`config.mk`:
```
export PLATFORM = sky130hd
export DESIGN_NAME = tsin_queue
export DESIGN_NICKNAME = d
export VERILOG_FILES = /design/src/rtl/tsin_pkg.sv /design/src/rtl/tsin_queue.sv
export SDC_FILE = /design/constraint.sdc
export NUM_CORES = 1
export LEC_CHECK = 0
export BUFFER_PORTS_ARGS = -buffer_cell sky130_fd_sc_hd__buf_4
export CAP_MARGIN = 20
export CORE_MARGIN = 2
export CORE_UTILIZATION = 28
export CTS_CLUSTER_SIZE = 10
export DETAILED_ROUTE_END_ITERATION = 10
export SLEW_MARGIN = 40
export SYNTH_ARGS = -nofsm -noshare
export SYNTH_HDL_FRONTEND = slang
export SYNTH_SLANG_ARGS = --single-unit
```
`constraint.sdc`:
```
create_clock -name clk -period 10.3 [get_ports clk]
set_input_delay 0.515 -clock clk [delete_from_list [all_inputs] [get_ports clk]]
set_output_delay 0.515 -clock clk [all_outputs]
set_load 0.02 [all_outputs]
```
`src/rtl/tsin_pkg.sv`:
```
// ----------------------------------------------------------------------------
// tsin_pkg
// Shared types, constants and the reciprocal factorial-step table.
// ----------------------------------------------------------------------------
package tsin_pkg;

  localparam int LANES       = 4;
  localparam int MAX_TERMS   = 16;
  localparam int QUEUE_DEPTH = 4;

  typedef struct packed {
    logic signed [31:0] angle_lane0;
    logic signed [31:0] angle_lane1;
    logic signed [31:0] angle_lane2;
    logic signed [31:0] angle_lane3;
  } in_item_t;

  typedef struct packed {
    logic signed [31:0] sine_lane0;
    logic signed [31:0] sine_lane1;
    logic signed [31:0] sine_lane2;
    logic signed [31:0] sine_lane3;
    logic [3:0]         saturated_mask;
  } out_item_t;

  // classified item: raw angles plus exact squares of their magnitudes
  typedef struct packed {
    logic [LANES-1:0][31:0] angle;
    logic [LANES-1:0][63:0] x2;
  } q_item_t;

  // per-lane series state: x^2 Q8.56, |term| Q.52, term sign, sum Q11.52
  typedef struct packed {
    logic [63:0] x2;
    logic [63:0] tmag;
    logic        tneg;
    logic [63:0] acc;
  } lane_t;

  // round(2^32 / ((2k)(2k+1))), k = idx + 1
  function automatic logic [31:0] recip(input logic [3:0] idx);
    logic [31:0] r;
    case (idx)
      4'd0:    r = 32'd715827883;
      4'd1:    r = 32'd214748365;
      4'd2:    r = 32'd102261126;
      4'd3:    r = 32'd59652324;
      4'd4:    r = 32'd39045157;
      4'd5:    r = 32'd27531842;
      4'd6:    r = 32'd20452225;
      4'd7:    r = 32'd15790321;
      4'd8:    r = 32'd12558384;
      4'd9:    r = 32'd10226113;
      4'd10:   r = 32'd8488078;
      4'd11:   r = 32'd7158279;
      4'd12:   r = 32'd6118187;
      4'd13:   r = 32'd5289369;
      4'd14:   r = 32'd4618244;
      4'd15:   r = 32'd4067204;
      default: r = 32'd0;
    endcase
    return r;
  endfunction

endpackage

```
`src/rtl/tsin_queue.sv`:
```
// ----------------------------------------------------------------------------
// tsin_queue
// Short FIFO between the front and the series pipeline.
// ----------------------------------------------------------------------------
module tsin_queue (
  input  logic              clk,
  input  logic              rst,
  input  logic              push,
  input  tsin_pkg::q_item_t push_item,
  input  logic              pop,
  output tsin_pkg::q_item_t head,
  output logic              full,
  output logic              empty
);
  import tsin_pkg::*;

  localparam int PW = $clog2(QUEUE_DEPTH);

  q_item_t           mem [QUEUE_DEPTH];
  logic [PW-1:0]     wr_ptr;
  logic [PW-1:0]     rd_ptr;
  logic [PW:0]       count;

  assign full  = (count == (PW+1)'(QUEUE_DEPTH));
  assign empty = (count == '0);
  assign head  = mem[rd_ptr];

  always_ff @(posedge clk) begin
    if (rst) begin
      wr_ptr <= '0;
      rd_ptr <= '0;
      count  <= '0;
    end else begin
      if (push) begin
        wr_ptr <= wr_ptr + 1'b1;
      end
      if (pop) begin
        rd_ptr <= rd_ptr + 1'b1;
      end
      count <= count + (PW+1)'(push) - (PW+1)'(pop);
    end
  end

  always_ff @(posedge clk) begin
    if (push) begin
      mem[wr_ptr] <= push_item;
    end
  end

`ifndef SYNTH
  a_count_bound: assert property (@(posedge clk) disable iff (rst)
    count <= (PW+1)'(QUEUE_DEPTH)) else $error("queue count overflow");
  a_no_pop_empty: assert property (@(posedge clk) disable iff (rst)
    pop |-> !empty) else $error("pop from empty queue");
  a_push_grows: assert property (@(posedge clk) disable iff (rst)
    (push && !pop) |=> count == $past(count) + 1'b1)
    else $error("queue count did not grow");
`endif
endmodule

```
# After elaboration in Yosys (flattened, before gate mapping)

Memory sizes are Yosys's and may differ from the RTL's. A register that Yosys moved wholly into a read port is not among the register bits.
Cells that the tools add are included.

Memory bits (writable): 1536
Memories kept: 1
Word-level logic and storage cells: 14
Bits in registers: 7
Latch bits: 0
Memory bits (read-only): 0

Memory list:

| memory | words | width | read ports | clocked after memory_dff | wr ports | RTL line         | text |
|---|---|---|---|---|---|---|---|
| mem    | 4     | 384   | 1          | 1                        | 1        | tsin_queue.sv:19 | `q_item_t mem [QUEUE_DEPTH];` |

Shift-type cells: 0
Equality and inequality tests: 1
Reductions and logical operators: 1
$mul: 0
Order comparisons: 0
Div/mod/pow operators: 0
Bitwise logic cells: 0
Add/subtract/negate cells: 4
Multiplexer cells: 4

Operators by type and width:

| cell                  | number |
|---|---|
| $add A2 B1 Y2 const B | 2 |
| $mux W2               | 2 |
| $add A3 B1 Y3         | 1 |
| $eq A3 B3 Y1 const B  | 1 |
| $logic_not A3 Y1      | 1 |
| $sub A3 B1 Y3         | 1 |
| $mux W1               | 2 |

# Logic depth before layout (Yosys ltp)

Depth after elaboration: 3
Gate-level depth with buffers: 7
Gate-level depth less buffers: 7

# Worst setup path before layout

Ideal clock, no wire load.

Kind: register to register
Start point: reg wr_ptr[0]
End point: mem mem[0][0] in the netlist's numbering (enable)
Arrival time: 9.210 ns
Cell stages (with the launch flop): 4
Buffers on the path: 0
Slack: 0.296 ns
Library setup time: 0.795 ns
Cells stage by stage: dfxtp_1 -> inv_1 -> ha_1 -> and2_1

RTL lines:

| item                   | RTL line         | text |
|---|---|---|
| from (decl)            | tsin_queue.sv:20 | `logic [PW-1:0] wr_ptr;` |
| from (signal assigned) | tsin_queue.sv:35 | `wr_ptr <= wr_ptr + 1'b1;` |
| to (decl)              | tsin_queue.sv:19 |  |

No word-level cell before the write port.

==> impl_metrics.tcl <==
set metrics [dict create \
    status "finished clean" \
    die_h_um 454.6 \
    antenna_found_initial 24 \
    routed_wl_mm 135.3 \
    numClockSinks 1545 \
    cts_tree "yes" \
    hp-class "in2reg" \
    rows 165 \
    netlist_area_sq_um 56860 \
    place_area_sq_um 65990 \
    yosys.area.top_type "edfxtp_1" \
    min_path_cells 2 \
    holdPathEnd "mem[0][354]" \
    die_w_um 454.6 \
    synth_top_area_share_pct 81.12 \
    finalCritPeriodShare_pct 42.19 \
    crit_path_end_kind "output pin" \
    drv_cap 0 \
    finalHoldViolCount 0 \
    final_antenna_net_count 0 \
    synth.area.top_cells "edfxtp_1 (81%), mux4_1 (12%), mux4_2 (5.2%)" \
    ys_seq_elements 1545 \
    critPathTopFamily "buffers and inverters" \
    cts_buffers 178 \
    power_density_nw_per_um2 196.5 \
    rsz0062_at_grt "no" \
    crit_chain "buf_12 -> buf_12 -> buf_16 -> mux4_1 -> buf_4" \
    tns_ns 0 \
    r2r_end "mem[1][261]" \
    start_util_pct 28.16 \
    path_buf_inv 4 \
    grt_usage_pct 12.62 \
    reg2reg_setup_slack_ns 7.14 \
    synthDistinctLibCells 22 \
    worst_pin_slew_ns 0.8936 \
    cp_common_cell "buf_12" \
    gp_congestion 0.7636 \
    hp-start "push_item[354]" \
    skew_ns 0.03356 \
    grt_pass1_wl_mm 190.9 \
    arrival_ns 3.83 \
    stdcell_count 6096 \
    cp_slowest_stage_delay_ns 0.63 \
    critical_path_required_ns 9.79 \
    cp-start-kind "register" \
    ys_seq_area_share_pct 81.44 \
    grt.overflow.total 0 \
    period_minus_slack_ns 4.345 \
    cp_max_fo 83 \
    max_freq_mhz 230.1 \
    grt_pass1_vias 28030 \
    dp_cells 5443 \
    synth_most_common_cell "edfxtp_1" \
    critPathSlowestCell "mux4_1" \
    fillerInstances 18240 \
    setup_viol 0 \
    drt_iter0_drc 1970 \
    core_sq_um 201900 \
    syn_nets 2443 \
    final_nets 3739 \
    ir_worst_vdd_mv 0.1398 \
    drc 0 \
    vias 26980 \
    root_buffer "clkbuf_16" \
    slew_headroom_pct 40.43 \
    path_clk_slew_ns 0.05 \
    worstSkewPairLatency_ns 0.81 \
    synthCells 2048 \
    path_class "reg2out" \
    final_layout_size_suffix_gt1_share_pct 33.83 \
    yosys_warnings 0 \
    async_flop_share_pct 0 \
    final_area_sq_um 75220 \
    syn_avg_cell_area_sq_um 27.76 \
    synth_ff_type "edfxtp_1" \
    io_buffers 773 \
    via_per_inst 4.426 \
    dp_hpwl_mm 86.43 \
    cts_setup_buffers 0 \
    first_pass_iters 5 \
    area_growth_pct 32.30 \
    leakage_nw 25.49 \
    synth_commonest_cells "edfxtp_1 (1,536), mux4_1 (253), mux4_2 (131)" \
    maxSlewViolCount 0 \
    routedWlPerCell_um 22.19 \
    reg2reg_from "wr_ptr[0]" \
    clk_path_buf_depth 3 \
    synth_edf_count 1536 \
    r2r.worst_path.cells 6 \
    h-tree-depth 4 \
    dieArea_sq_um 206700 \
    num_io_pins 774 \
    grt_max_degree 129 \
    totalPowerFinal_mw 14.78 \
]
[power by group]
part / internal, mW / switching [mW]
registers: 7.24 / 0.0587
logic: 0.822 / 0.999
clock network: 3.30 / 2.36
total: 11.4 / 3.42
[stage by stage]
| stage | utilization, % | hold slack, ns | setup slack [ns] |
|---|---|---|---|
| after floorplan | - | 0.4918 | 0.2956 |
| after global placement | 32.53 | 0.5071 | 6.473 |
| after detailed placement | 32.68 | 0.5126 | 6.319 |
| after CTS | 37.17 | 0.3540 | 5.407 |
| after global routing | 37.25 | 0.3795 | 5.736 |
| final | 37.26 | 0.4452 | 5.955 |
[repair_timing]
item / CTS / global route
hold buffers: 388 / 0
endpoints found under the hold margin: 1545 / 0
gates resized for setup: 0 / 0
[sequential cells by signal, summed over array words and instances, names as in the netlist, named ones only]
| name | count |
|---|---|
| rd_ptr | 2 |
| mem | 1536 |
| count | 3 |
| wr_ptr | 2 |
[per-layer routing]
layer | global-route usage [%] | part of all wire [%]
met3 | 3.294 | 5.2
met5 | 0 | 0.017
met1 | 14.01 | 37
met4 | 6.302 | 4.6
met2 | 22.27 | 53
[how the worst max path moves through the flow]
| stage | from | to | cells past startpoint |
|---|---|---|---|
| 2_1_floorplan | wr_ptr[0] | mem[0][0] | 3 |
| 3_3_place_gp | register | head[290] | 4 |
| 3_5_place_dp | register | head[383] | 5 |
| 4_1_cts | register | head[383] | 5 |
| 5_1_grt | register | head[251] | 5 |
| 6_report | register | head[363] | 5 |
[cell usage in the layout, fill, tap and decap left out, drive strengths merged, types with 2 or more instances in the layout]
cell / n
ha: 6
nor2: 5
buf: 814
clkinv: 17
inv: 8
nor2b: 2
dlygate4sd3: 388
xnor2: 2
and2: 4
edfxtp: 1536
bufinv: 5
diode: 16
mux4: 384
dfxtp: 9
clkbuf: 219
[cells by family after synthesis]
family	after synthesis	synth area share (%)
AND/OR/NAND/NOR	14	0.1320
XOR/XNOR	3	0.07262
AO/OA/AOI/OAI	2	0.02640
buffers and inverters	92	1.263
adder cells (fa/ha/maj)	7	0.1672
multiplexers	385	16.90
flip-flops	1545	81.44
[cell type report]
class                   instances  area [sq um]  area share [%]
inverters                       6         22.52         0.02994
flip-flops and latches       1545         46310           61.57
well taps                    2672          3343           4.444
repair buffers               1202         10480           13.93
clock buffers                 219          4672           6.211
clock inverters                25         506.7          0.6737
multi-input cells             411          9844           13.09
diodes                         16         40.04         0.05323
No activity file was read; power rests on OpenSTA's default activity.
